### src/hdl/stable_power_window_qualifier_defines.svh
// Assertion macros for the stable power window qualifier.
`ifndef STABLE_POWER_WINDOW_QUALIFIER_DEFINES_SVH
`define STABLE_POWER_WINDOW_QUALIFIER_DEFINES_SVH

`ifndef SYNTH
// Checks a property that must hold at every clock edge out of reset.
`define SPWQ_ASSERT(lbl, prop) \
	lbl: assert property (@(posedge clk) disable iff (!arst_n) (prop)) \
		else $error("spwq assertion failed");
// Checks that a condition is followed by a consequence in the next cycle.
`define SPWQ_ASSERT_NEXT(lbl, ante, cons) \
	lbl: assert property (@(posedge clk) disable iff (!arst_n) (ante) |=> (cons)) \
		else $error("spwq assertion failed");
`else
`define SPWQ_ASSERT(lbl, prop)
`define SPWQ_ASSERT_NEXT(lbl, ante, cons)
`endif

`endif

### src/hdl/spwq_pkg.sv
// Types, codes and constants shared by the stable power window qualifier.
`default_nettype none
package spwq_pkg;

	localparam int unsigned WINDOW_SAMPLES_DEF = 8;

	localparam logic [11:0] WATT_FLOOR = 12'd10;
	localparam logic [11:0] SPAN_FLOOR = 12'd20;
	localparam logic [3:0]  SPAN_NUM   = 4'd15;
	localparam logic [7:0]  SPAN_DEN   = 8'd200;

	localparam logic [15:0] MAX_AGE_RST      = 16'd1500;
	localparam logic [15:0] SETTLE_RST       = 16'd3000;
	localparam logic [15:0] MIN_SPACING_RST  = 16'd700;
	localparam logic [15:0] POS_SPAN_RST     = 16'd100;
	localparam logic [7:0]  CAD_SPAN_RST     = 8'd5;
	localparam logic [7:0]  CAD_MIN_RST      = 8'd60;
	localparam logic [7:0]  CAD_MAX_RST      = 8'd120;
	localparam logic [11:0] WATT_CEILING_RST = 12'd1000;

	typedef enum logic [2:0] {
		REG_MAX_AGE      = 3'd0,
		REG_SETTLE       = 3'd1,
		REG_MIN_SPACING  = 3'd2,
		REG_POS_SPAN     = 3'd3,
		REG_CAD_SPAN     = 3'd4,
		REG_CAD_MIN      = 3'd5,
		REG_CAD_MAX      = 3'd6,
		REG_WATT_CEILING = 3'd7
	} cfg_idx_t;

	typedef enum logic [3:0] {
		CAUSE_NONE      = 4'd0,
		CAUSE_EPOCH     = 4'd1,
		CAUSE_DISABLED  = 4'd2,
		CAUSE_UNCERTAIN = 4'd3,
		CAUSE_SIMULATED = 4'd4,
		CAUSE_CADENCE   = 4'd5,
		CAUSE_STALE     = 4'd6,
		CAUSE_POWER     = 4'd7,
		CAUSE_GAP       = 4'd8,
		CAUSE_TRAVEL    = 4'd9,
		CAUSE_POS_SPAN  = 4'd10,
		CAUSE_CAD_SPAN  = 4'd11,
		CAUSE_PWR_SPAN  = 4'd12
	} cause_t;

	typedef struct packed {
		logic [31:0]        now_ms;
		logic [31:0]        report_time_ms;
		logic [11:0]        power_watts;
		logic               power_simulated;
		logic [7:0]         cadence_rpm;
		logic               learn_enable;
		logic               coords_uncertain;
		logic [7:0]         coord_epoch;
		logic signed [31:0] motor_position;
		logic signed [31:0] motor_target;
	} item_t;

	typedef struct packed {
		logic               sample_taken;
		logic               window_done;
		logic [15:0]        watts_sum;
		logic [11:0]        cadence_sum;
		logic signed [35:0] position_sum;
		logic [3:0]         reset_cause;
	} result_t;

	typedef struct packed {
		logic [15:0] max_age_ms;
		logic [15:0] settle_ms;
		logic [15:0] min_spacing_ms;
		logic [15:0] position_span_limit;
		logic [7:0]  cadence_span_limit;
		logic [7:0]  cadence_min;
		logic [7:0]  cadence_max;
		logic [11:0] watt_ceiling;
	} cfg_t;

endpackage
`default_nettype wire

### src/hdl/spwq_item_if.sv
// Input channel carrying one poll item.
`default_nettype none
interface spwq_item_if;
	logic               valid;
	logic               ready;
	spwq_pkg::item_t    data;

	modport source (output valid, output data, input ready);
	modport sink (input valid, input data, output ready);
endinterface
`default_nettype wire

### src/hdl/spwq_result_if.sv
// Output channel carrying one result item.
`default_nettype none
interface spwq_result_if;
	logic               valid;
	logic               ready;
	spwq_pkg::result_t  data;

	modport source (output valid, output data, input ready);
	modport sink (input valid, input data, output ready);
endinterface
`default_nettype wire

### src/hdl/spwq_cfg_if.sv
// Configuration write channel: register index and write data.
`default_nettype none
interface spwq_cfg_if;
	logic        valid;
	logic        ready;
	logic [2:0]  index;
	logic [15:0] wdata;

	modport source (output valid, output index, output wdata, input ready);
	modport sink (input valid, input index, input wdata, output ready);
endinterface
`default_nettype wire

### src/hdl/spwq_cfg.sv
// Configuration register bank.
`default_nettype none
module spwq_cfg (
	input  wire logic          clk,
	input  wire logic          arst_n,
	input  wire logic          wr_en,
	input  wire logic [2:0]    wr_index,
	input  wire logic [15:0]   wr_data,
	output spwq_pkg::cfg_t     cfg
);

	spwq_pkg::cfg_t cfg_q;

	always_ff @(posedge clk or negedge arst_n) begin
		if (!arst_n) begin
			cfg_q.max_age_ms          <= spwq_pkg::MAX_AGE_RST;
			cfg_q.settle_ms           <= spwq_pkg::SETTLE_RST;
			cfg_q.min_spacing_ms      <= spwq_pkg::MIN_SPACING_RST;
			cfg_q.position_span_limit <= spwq_pkg::POS_SPAN_RST;
			cfg_q.cadence_span_limit  <= spwq_pkg::CAD_SPAN_RST;
			cfg_q.cadence_min         <= spwq_pkg::CAD_MIN_RST;
			cfg_q.cadence_max         <= spwq_pkg::CAD_MAX_RST;
			cfg_q.watt_ceiling        <= spwq_pkg::WATT_CEILING_RST;
		end else if (wr_en) begin
			case (spwq_pkg::cfg_idx_t'(wr_index))
				spwq_pkg::REG_MAX_AGE:      cfg_q.max_age_ms          <= wr_data;
				spwq_pkg::REG_SETTLE:       cfg_q.settle_ms           <= wr_data;
				spwq_pkg::REG_MIN_SPACING:  cfg_q.min_spacing_ms      <= wr_data;
				spwq_pkg::REG_POS_SPAN:     cfg_q.position_span_limit <= wr_data;
				spwq_pkg::REG_CAD_SPAN:     cfg_q.cadence_span_limit  <= wr_data[7:0];
				spwq_pkg::REG_CAD_MIN:      cfg_q.cadence_min         <= wr_data[7:0];
				spwq_pkg::REG_CAD_MAX:      cfg_q.cadence_max         <= wr_data[7:0];
				spwq_pkg::REG_WATT_CEILING: cfg_q.watt_ceiling        <= wr_data[11:0];
				default: ;
			endcase
		end
	end

	assign cfg = cfg_q;

endmodule
`default_nettype wire

### src/hdl/spwq_core.sv
// Qualification state and the single-pass decision logic for one poll.
`default_nettype none
module spwq_core #(
	parameter int unsigned WINDOW_SAMPLES = spwq_pkg::WINDOW_SAMPLES_DEF
) (
	input  wire logic          clk,
	input  wire logic          arst_n,
	input  wire logic          step,
	input  spwq_pkg::item_t    item,
	input  spwq_pkg::cfg_t     cfg,
	output spwq_pkg::result_t  res
);

	localparam int unsigned CW = $clog2(WINDOW_SAMPLES + 1);
	localparam logic [CW-1:0] LAST_COUNT = CW'(WINDOW_SAMPLES - 1);

	// Qualification state
	logic               seen_q, stable_q;
	logic [31:0]        last_rep_q, start_q, last_acc_q;
	logic [7:0]         epoch_q, clo_q, chi_q;
	logic signed [31:0] plo_q, phi_q;
	logic [CW-1:0]      count_q;
	// Running aggregates over the samples stored in the current window
	logic [11:0]        wlo_q, whi_q;
	logic [15:0]        wacc_q;
	logic [11:0]        cacc_q;
	logic signed [35:0] pacc_q;

	logic               seen_d, stable_d;
	logic [31:0]        last_rep_d, start_d, last_acc_d;
	logic [7:0]         epoch_d, clo_d, chi_d;
	logic signed [31:0] plo_d, phi_d;
	logic [CW-1:0]      count_d;
	logic [11:0]        wlo_d, whi_d;
	logic [15:0]        wacc_d;
	logic [11:0]        cacc_d;
	logic signed [35:0] pacc_d;

	logic               fresh, gap, epoch_chg, stable_eff;
	spwq_pkg::cause_t   early_cause, cause;
	logic signed [32:0] travel_sd;
	logic [32:0]        travel_abs;
	logic               travel_big;
	logic signed [31:0] plo_upd, phi_upd;
	logic [7:0]         clo_upd, chi_upd;
	logic [32:0]        pos_span;
	logic               pos_span_big, cad_span_big;
	logic [31:0]        since_start, since_now, since_acc;
	logic               sample_ok;
	logic [11:0]        wlo_upd, whi_upd, wdiff;
	logic [12:0]        wtotal;
	logic [19:0]        wdiff_scaled;
	logic [16:0]        wtotal_scaled;
	logic               pwr_span_big;
	logic               window_full;

	assign fresh     = !seen_q || (item.report_time_ms != last_rep_q);
	assign gap       = seen_q && ((item.report_time_ms - last_rep_q) > {16'd0, cfg.max_age_ms});
	assign epoch_chg = epoch_q != item.coord_epoch;
	// Gap and epoch restarts happen before the span logic sees the window.
	assign stable_eff = stable_q && !epoch_chg && !gap;

	always_comb begin
		if (!item.learn_enable) begin
			early_cause = spwq_pkg::CAUSE_DISABLED;
		end else if (item.coords_uncertain) begin
			early_cause = spwq_pkg::CAUSE_UNCERTAIN;
		end else if (item.power_simulated) begin
			early_cause = spwq_pkg::CAUSE_SIMULATED;
		end else if (item.cadence_rpm < cfg.cadence_min || item.cadence_rpm > cfg.cadence_max) begin
			early_cause = spwq_pkg::CAUSE_CADENCE;
		end else if ((item.now_ms - item.report_time_ms) > {16'd0, cfg.max_age_ms}) begin
			early_cause = spwq_pkg::CAUSE_STALE;
		end else if (item.power_watts <= spwq_pkg::WATT_FLOOR ||
			item.power_watts >= cfg.watt_ceiling) begin
			early_cause = spwq_pkg::CAUSE_POWER;
		end else begin
			early_cause = spwq_pkg::CAUSE_NONE;
		end
	end

	assign travel_sd  = 33'(item.motor_target) - 33'(item.motor_position);
	assign travel_abs = travel_sd[32] ? 33'(-travel_sd) : 33'(travel_sd);
	assign travel_big = travel_abs > {17'd0, cfg.position_span_limit};

	assign plo_upd = (item.motor_position < plo_q) ? item.motor_position : plo_q;
	assign phi_upd = (item.motor_position > phi_q) ? item.motor_position : phi_q;
	assign clo_upd = (item.cadence_rpm < clo_q) ? item.cadence_rpm : clo_q;
	assign chi_upd = (item.cadence_rpm > chi_q) ? item.cadence_rpm : chi_q;
	assign pos_span = 33'(33'(phi_upd) - 33'(plo_upd));
	assign pos_span_big = pos_span > {17'd0, cfg.position_span_limit};
	assign cad_span_big = (chi_upd - clo_upd) > cfg.cadence_span_limit;

	assign since_start = item.report_time_ms - start_q;
	assign since_now   = item.now_ms - start_q;
	assign since_acc   = item.report_time_ms - last_acc_q;
	assign sample_ok = fresh && (since_start >= {16'd0, cfg.settle_ms}) &&
		(since_start <= since_now) &&
		!((count_q != '0) && (since_acc < {16'd0, cfg.min_spacing_ms}));

	// Power spread test: diff > floor(total * 15 / 200) is the same as
	// diff * 200 > total * 15, so no divider is needed.
	assign wlo_upd = (count_q == '0 || item.power_watts < wlo_q) ? item.power_watts : wlo_q;
	assign whi_upd = (count_q == '0 || item.power_watts > whi_q) ? item.power_watts : whi_q;
	assign wdiff   = whi_upd - wlo_upd;
	assign wtotal  = 13'(wlo_upd) + 13'(whi_upd);
	assign wdiff_scaled  = 20'(wdiff) * 20'(spwq_pkg::SPAN_DEN);
	assign wtotal_scaled = 17'(wtotal) * 17'(spwq_pkg::SPAN_NUM);
	assign pwr_span_big  = (wdiff > spwq_pkg::SPAN_FLOOR) &&
		(wdiff_scaled > 20'(wtotal_scaled));

	assign window_full = count_q == LAST_COUNT;

	always_comb begin
		seen_d     = 1'b1;
		last_rep_d = item.report_time_ms;
		epoch_d    = item.coord_epoch;
		stable_d   = stable_q;
		start_d    = start_q;
		last_acc_d = last_acc_q;
		plo_d      = plo_q;
		phi_d      = phi_q;
		clo_d      = clo_q;
		chi_d      = chi_q;
		count_d    = count_q;
		wlo_d      = wlo_q;
		whi_d      = whi_q;
		wacc_d     = wacc_q;
		cacc_d     = cacc_q;
		pacc_d     = pacc_q;
		cause      = spwq_pkg::CAUSE_NONE;
		res        = '0;

		if (epoch_chg) begin
			cause    = spwq_pkg::CAUSE_EPOCH;
			count_d  = '0;
			stable_d = 1'b0;
		end

		if (early_cause != spwq_pkg::CAUSE_NONE) begin
			cause    = early_cause;
			count_d  = '0;
			stable_d = 1'b0;
		end else begin
			if (gap) begin
				cause    = spwq_pkg::CAUSE_GAP;
				count_d  = '0;
				stable_d = 1'b0;
			end
			if (travel_big) begin
				cause    = spwq_pkg::CAUSE_TRAVEL;
				count_d  = '0;
				stable_d = 1'b0;
			end else if (!stable_eff || pos_span_big || cad_span_big) begin
				// A span restart falls straight into a fresh stable window.
				if (stable_eff) begin
					cause = pos_span_big ? spwq_pkg::CAUSE_POS_SPAN : spwq_pkg::CAUSE_CAD_SPAN;
				end
				stable_d = 1'b1;
				start_d  = item.now_ms;
				count_d  = '0;
				plo_d    = item.motor_position;
				phi_d    = item.motor_position;
				clo_d    = item.cadence_rpm;
				chi_d    = item.cadence_rpm;
			end else begin
				plo_d = plo_upd;
				phi_d = phi_upd;
				clo_d = clo_upd;
				chi_d = chi_upd;
				if (sample_ok) begin
					if (pwr_span_big) begin
						cause    = spwq_pkg::CAUSE_PWR_SPAN;
						count_d  = '0;
						stable_d = 1'b0;
					end else begin
						res.sample_taken = 1'b1;
						last_acc_d = item.report_time_ms;
						wlo_d      = wlo_upd;
						whi_d      = whi_upd;
						if (count_q == '0) begin
							wacc_d = 16'(item.power_watts);
							cacc_d = 12'(item.cadence_rpm);
							pacc_d = 36'(item.motor_position);
						end else begin
							wacc_d = wacc_q + 16'(item.power_watts);
							cacc_d = cacc_q + 12'(item.cadence_rpm);
							pacc_d = pacc_q + 36'(item.motor_position);
						end
						if (window_full) begin
							res.window_done  = 1'b1;
							res.watts_sum    = wacc_d;
							res.cadence_sum  = cacc_d;
							res.position_sum = pacc_d;
							count_d = '0;
							plo_d   = item.motor_position;
							phi_d   = item.motor_position;
							clo_d   = item.cadence_rpm;
							chi_d   = item.cadence_rpm;
						end else begin
							count_d = count_q + 1'b1;
						end
					end
				end
			end
		end

		res.reset_cause = cause;
	end

	always_ff @(posedge clk or negedge arst_n) begin
		if (!arst_n) begin
			seen_q     <= 1'b0;
			stable_q   <= 1'b0;
			last_rep_q <= '0;
			start_q    <= '0;
			last_acc_q <= '0;
			epoch_q    <= '0;
			clo_q      <= '0;
			chi_q      <= '0;
			plo_q      <= '0;
			phi_q      <= '0;
			count_q    <= '0;
		end else if (step) begin
			seen_q     <= seen_d;
			stable_q   <= stable_d;
			last_rep_q <= last_rep_d;
			start_q    <= start_d;
			last_acc_q <= last_acc_d;
			epoch_q    <= epoch_d;
			clo_q      <= clo_d;
			chi_q      <= chi_d;
			plo_q      <= plo_d;
			phi_q      <= phi_d;
			count_q    <= count_d;
		end
	end

	always_ff @(posedge clk) begin
		if (step) begin
			wlo_q  <= wlo_d;
			whi_q  <= whi_d;
			wacc_q <= wacc_d;
			cacc_q <= cacc_d;
			pacc_q <= pacc_d;
		end
	end

endmodule
`default_nettype wire

### src/hdl/stable_power_window_qualifier.sv
// A result passes through the input register and then the result register after its item's transfer.
// One item per cycle while the result side is not stalled; the window state is computed in one combinational pass.
// The input stage keeps taking items while a result waits, until both registers are full.
// Reset (arst_n low, asynchronous) empties both stages, clears the window state
// and loads the configuration registers with their default values.
`default_nettype none
`include "stable_power_window_qualifier_defines.svh"
module stable_power_window_qualifier #(
	parameter int unsigned WINDOW_SAMPLES = spwq_pkg::WINDOW_SAMPLES_DEF
) (
	input  wire logic     clk,
	input  wire logic     arst_n,
	spwq_cfg_if.sink      cfg,
	spwq_item_if.sink     item,
	spwq_result_if.source result
);

	spwq_pkg::item_t   item_s1;
	logic              valid_s1;
	spwq_pkg::result_t res_q;
	logic              out_valid_q;
	spwq_pkg::result_t res_next;
	spwq_pkg::cfg_t    cfg_val;
	logic              advance;

	assign advance    = valid_s1 && (!out_valid_q || result.ready);
	assign item.ready = !valid_s1 || advance;
	assign cfg.ready  = 1'b1;

	spwq_cfg u_cfg (
		.clk      (clk),
		.arst_n   (arst_n),
		.wr_en    (cfg.valid),
		.wr_index (cfg.index),
		.wr_data  (cfg.wdata),
		.cfg      (cfg_val)
	);

	spwq_core #(
		.WINDOW_SAMPLES (WINDOW_SAMPLES)
	) u_core (
		.clk    (clk),
		.arst_n (arst_n),
		.step   (advance),
		.item   (item_s1),
		.cfg    (cfg_val),
		.res    (res_next)
	);

	always_ff @(posedge clk or negedge arst_n) begin
		if (!arst_n) begin
			valid_s1    <= 1'b0;
			out_valid_q <= 1'b0;
		end else begin
			if (item.ready) begin
				valid_s1 <= item.valid;
			end
			out_valid_q <= advance || (out_valid_q && !result.ready);
		end
	end

	always_ff @(posedge clk) begin
		if (item.valid && item.ready) begin
			item_s1 <= item.data;
		end
		if (advance) begin
			res_q <= res_next;
		end
	end

	assign result.valid = out_valid_q;
	assign result.data  = res_q;

	`SPWQ_ASSERT(a_stall_only_when_full, !item.ready |-> (valid_s1 && out_valid_q && !result.ready))
	`SPWQ_ASSERT_NEXT(a_advance_fills_output, advance, out_valid_q)
	`SPWQ_ASSERT(a_done_implies_taken, result.valid && result.data.window_done |-> result.data.sample_taken)
	`SPWQ_ASSERT(a_sums_only_when_done, result.valid && !result.data.window_done |-> (result.data.watts_sum == '0 && result.data.cadence_sum == '0 && result.data.position_sum == '0))

endmodule
`default_nettype wire

### src/flat_wrapper.sv
// flat-port wrapper written by rule: the top's interface ports become plain ports
module stable_power_window_qualifier_flat 
#(
	parameter int unsigned WINDOW_SAMPLES = spwq_pkg::WINDOW_SAMPLES_DEF
)
  (clk, arst_n, cfg_valid, cfg_index, cfg_wdata, cfg_ready, item_valid, item_data, item_ready, result_valid, result_data, result_ready);
  spwq_cfg_if cfg_i ();
  spwq_item_if item_i ();
  spwq_result_if result_i ();
  input  wire logic clk;
  input  wire logic arst_n;
  input wire logic [$bits(cfg_i.valid)-1:0] cfg_valid;
  input wire logic [$bits(cfg_i.index)-1:0] cfg_index;
  input wire logic [$bits(cfg_i.wdata)-1:0] cfg_wdata;
  output wire logic [$bits(cfg_i.ready)-1:0] cfg_ready;
  input wire logic [$bits(item_i.valid)-1:0] item_valid;
  input wire logic [$bits(item_i.data)-1:0] item_data;
  output wire logic [$bits(item_i.ready)-1:0] item_ready;
  output wire logic [$bits(result_i.valid)-1:0] result_valid;
  output wire logic [$bits(result_i.data)-1:0] result_data;
  input wire logic [$bits(result_i.ready)-1:0] result_ready;
  assign cfg_i.valid = cfg_valid;
  assign cfg_i.index = cfg_index;
  assign cfg_i.wdata = cfg_wdata;
  assign cfg_ready = cfg_i.ready;
  assign item_i.valid = item_valid;
  assign item_i.data = item_data;
  assign item_ready = item_i.ready;
  assign result_valid = result_i.valid;
  assign result_data = result_i.data;
  assign result_i.ready = result_ready;
  stable_power_window_qualifier #(.WINDOW_SAMPLES(WINDOW_SAMPLES)) u_core (.clk(clk), .arst_n(arst_n), .cfg(cfg_i), .item(item_i), .result(result_i));
endmodule
### config.mk
export PLATFORM = sky130hd
export DESIGN_NAME = stable_power_window_qualifier_flat
export DESIGN_NICKNAME = d
export VERILOG_FILES = /design/src/hdl/spwq_pkg.sv /design/src/hdl/spwq_item_if.sv /design/src/hdl/spwq_result_if.sv /design/src/hdl/spwq_cfg_if.sv /design/src/hdl/spwq_cfg.sv /design/src/hdl/spwq_core.sv /design/src/hdl/stable_power_window_qualifier.sv /design/src/flat_wrapper.sv
export VERILOG_INCLUDE_DIRS = /design/src /design/src/hdl
export SDC_FILE = /design/constraint.sdc
export NUM_CORES = 2
export LEC_CHECK = 0
export BUFFER_PORTS_ARGS = -buffer_cell sky130_fd_sc_hd__buf_2
export CAP_MARGIN = 25
export CORE_AREA = 2 2 409 411
export CTS_CLUSTER_SIZE = 24
export DETAILED_ROUTE_END_ITERATION = 10
export DIE_AREA = 0 0 411 413
export GPL_ROUTABILITY_DRIVEN = 0
export PLACE_DENSITY = 0.55
export RECOVER_POWER = 25
export SYNTH_ARGS = -nofsm -noshare
export SYNTH_HDL_FRONTEND = slang
export SYNTH_HIERARCHICAL = 1
export SYNTH_SLANG_ARGS = --single-unit
export TNS_END_PERCENT = 100
### constraint.sdc
create_clock -name clk -period 38.7 [get_ports clk]
set_input_delay 7.74 -clock clk [delete_from_list [all_inputs] [get_ports clk]]
set_output_delay 7.74 -clock clk [all_outputs]
set_load 0.03 [all_outputs]
==> results.sh <==
export IMPL_async_flop_share=0.479
export IMPL_portBuffers=254
export IMPL_setup_viol=0
export IMPL_start_util=0.297
export IMPL_grt_use_total=0.164
export IMPL_wire_per_inst_um=18.5
export IMPL_syn_area_per_cell_sq_um=9.62
export IMPL_hold_ws_ns=0.481
export IMPL_worstPathMaxFanout=3
export IMPL_period_needed_ns=15.99
export IMPL_worstPathRequired_ns=30.96
export IMPL_layout_setup_ws_ns=22.71
export IMPL_hold_viol=0
export IMPL_worstSetupPathType="input pin to output port"
export IMPL_die_x_um=411
export IMPL_regToRegStartpoint="u_core/u_core/count_q[0]$_DFFE_PN0P_"
export IMPL_antenna_left=0
export IMPL_worstSetupStartpointType="input pin"
export IMPL_synth_top_family_by_area="adder cells"
export IMPL_yosys_register_bits=609
export IMPL_first_pass_iters=5
export IMPL_clk_transition_reported_paths_ns=0.05
export IMPL_synth_most_common_cell="ha_1"
export IMPL_drive_above_1_share=0.120
export IMPL_cp_arrival_ns=8.25
export IMPL_grt_setup_unrepaired="no"
export IMPL_drc=0
export IMPL_post_cts_buffers=0
export IMPL_powerDensity_nw_per_um2=47.5
export IMPL_crit_top_cell="buf_2"
export IMPL_dpl_hpwl_um=110000
export IMPL_synthDominantCellAreaShare=0.193
export IMPL_synthTopCellsByCount="ha_1 (657), inv_1 (548), a21oi_1 (390)"
export IMPL_cts_buffer_depth=3
export IMPL_ios=256
export IMPL_synth_simple_gate_area_frac=0.130
export IMPL_cts_tree="built"
export IMPL_grt_max_degree=73
export IMPL_period_share=0.413
export IMPL_startpoint="result_ready"
export IMPL_die_height_um=413
export IMPL_hold_class="flip-flop to flip-flop"
export IMPL_worst_pin_slew_ns=3.80
export IMPL_rrSetupSlack_ns=25.59
export IMPL_cts_root_buffer="clkbuf_16"
export IMPL_worst_clock_skew_ns=0.0294
export IMPL_vias_per_cell=5.05
export IMPL_synth_mux_area_frac=0.0718
export IMPL_cpPeakStageDelay_ns=0.21
export IMPL_synth_fa_ha_area_frac=0.182
export IMPL_cts_resized=0
export IMPL_numCtsBuffers=83
export IMPL_fmax_mhz=62.5
export IMPL_area_growth_pct=13.5
export IMPL_grt_pass1_wl_um=218000
export IMPL_synth_fp_nets=5992
export IMPL_p_leak_nw=25.2
export IMPL_slew_violations=190
export IMPL_cap_viol_max_count=3
export IMPL_slew_headroom=-1.53
export IMPL_cts_sinks=609
export IMPL_min_from="u_core/u_core/start_q[20]$_DFFE_PN0P_"
export IMPL_worst_path_max_delay_cell="buf_2"
export IMPL_totalWireLength_um=141000
export IMPL_synthTopCellsByArea="edfxtp_1 (19%), ha_1 (17%), dfrtp_1 (13%)"
export IMPL_synth_compound_area_share=0.170
export IMPL_vdd_drop_max_v=0.0000546
export IMPL_nNetsFinal=6234
export IMPL_rows=150
export IMPL_place_worst_setup_slack_ns=22.78
export IMPL_antenna_found_initial=17
export IMPL_postCtsHoldBufs=0
export IMPL_clk_latency_ns=0.71
export IMPL_synth_area_leader_cell="edfxtp_1"
export IMPL_via_count=38600
export IMPL_grt_overflow=0
export IMPL_fin_tns_setup_ns=0
export IMPL_ys_seq_area_frac=0.343
export IMPL_ys_types=114
export IMPL_yosys_warnings=6
export IMPL_htree_num_levels=3
export IMPL_grt_pass1_vias=38500
export IMPL_violations="max-capacitance violations, max-slew violations"
export IMPL_outcome="finished, violations left"
export IMPL_synth_edf_count=317
export IMPL_drtIter0Drc=2129
export IMPL_worstPathCellList="buf_2 > nand3b_1 > buf_2"
export IMPL_die_area_sq_um=170000
export IMPL_ys_flop_type="edfxtp_1"
export IMPL_synth_cells=5119
export IMPL_synth_xor_area_frac=0.0498
export IMPL_fill_cells=17100
export IMPL_end_kind="output port"
export IMPL_placeableCoreArea_sq_um=166000
export IMPL_netlist_area_sq_um=49200
## where the power goes
group          internal [mW]  switching, mW
clock                  0.493          0.331
combinational          0.457          0.598
sequential             0.739         0.0383
## placed cells by master (no fill, tap or decap), types with 21 or more instances in the layout
cell | Yosys | final
ha_1 | 657 | 657
inv_1 | 548 | 548
a21oi_1 | 390 | 390
edfxtp_1 | 317 | 317
nand2_1 | 282 | 282
o21ai_0 | 270 | 270
nor2_1 | 271 | 270
dfrtp_1 | 253 | 253
buf_2 | 15 | 235
a21o_1 | 192 | 192
xnor2_1 | 178 | 178
mux2i_1 | 137 | 136
mux2_2 | 147 | 128
nor2b_1 | 123 | 123
xor2_1 | 100 | 100
nand3_1 | 99 | 97
clkbuf_16 | 0 | 84
nand4_1 | 79 | 79
nor3_1 | 78 | 78
nand2b_1 | 75 | 75
o21a_1 | 57 | 57
mux2_1 | 32 | 51
o21bai_1 | 47 | 47
dfstp_2 | 39 | 39
clkbuf_1 | 91 | 38
and3_1 | 37 | 37
a31oi_1 | 36 | 36
nor4_1 | 34 | 34
fa_1 | 33 | 33
a211oi_1 | 31 | 31
or3_1 | 30 | 30
o211ai_1 | 29 | 29
buf_4 | 3 | 26
o31ai_1 | 21 | 21
## flip-flops by register name, summed over array words and instances, names as in the netlist, 4 cells and up
signal / count
u_core/item_s1: 159
u_core/u_cfg/cfg: 100
u_core/result.data: 70
u_core/u_core/pacc_q: 36
u_core/u_core/last_acc_q: 32
u_core/u_core/last_rep_q: 32
u_core/u_core/phi_q: 32
u_core/u_core/plo_q: 32
u_core/u_core/start_q: 32
u_core/u_core/wacc_q: 16
u_core/u_core/cacc_q: 12
u_core/u_core/whi_q: 12
u_core/u_core/wlo_q: 12
u_core/u_core/chi_q: 8
u_core/u_core/clo_q: 8
u_core/u_core/epoch_q: 8
u_core/u_core/count_q: 4
## per-layer routing
metal  vias to the layer above  wire, um  global-route usage
met2                       850     65600               0.274
met3                       198      6390              0.0237
li1                      19000         -                   -
met1                     18500     65400               0.218
met4                         8      3780              0.0477
met5                         -        47                   0
## critical path: cells and delay by family
| kind | cells | cell delay, ns |
|---|---|---|
| simple gates | 1 | 0.20 |
| buf+inv | 2 | 0.31 |
## final timing paths
check                           depth (start not counted)                               endpoint
worst min-delay path                                    1  u_core/u_core/start_q[20]$_DFFE_PN0P_
worst max-delay path                                    3                             item_ready
min in group asynchronous                               1  u_core/u_core/start_q[25]$_DFFE_PN0P_
worst max register to register                         43     u_core/u_core/plo_q[0]$_DFFE_PN0P_
worst min register to register                          1  u_core/u_core/start_q[20]$_DFFE_PN0P_
max in group asynchronous                               3     u_core/u_core/phi_q[2]$_DFFE_PN0P_
## final cells by class
type | instances | area (sq um) | area share
Sequential cell | 609 | 16900 | 0.302
Antenna cell | 6 | 15.0 | 0.000269
Tap cell | 2204 | 2760 | 0.0493
Clock buffer | 102 | 2210 | 0.0395
Inverter | 549 | 2060 | 0.0369
Timing Repair Buffer | 288 | 1530 | 0.0273
Multi-Input combinational cell | 3830 | 29800 | 0.533
Clock inverter | 52 | 686 | 0.0123
## through the flow
| step | cell area (sq um) | std cells | utilization | power, mW |
|---|---|---|---|---|
| floorplan | 49200 | 5119 | - | 1.59 |
| detailed placement | 53000 | 7476 | 0.319 | 1.84 |
| CTS | 55900 | 7630 | 0.337 | 2.69 |
| global route | 55900 | 7637 | 0.337 | 2.87 |
| finish | 55900 | 7640 | 0.337 | 2.66 |
| global placement | 53000 | 7476 | 0.319 | 1.82 |
## logic make-up after synthesis
logic type	count (synthesis)
simple gates	1236
compound gates	1292
xor+xnor	279
mux	326
flops	609
fa+ha+maj	696
other cells	1
buf+inv	680
No activity file was read; power rests on OpenSTA's default activity.
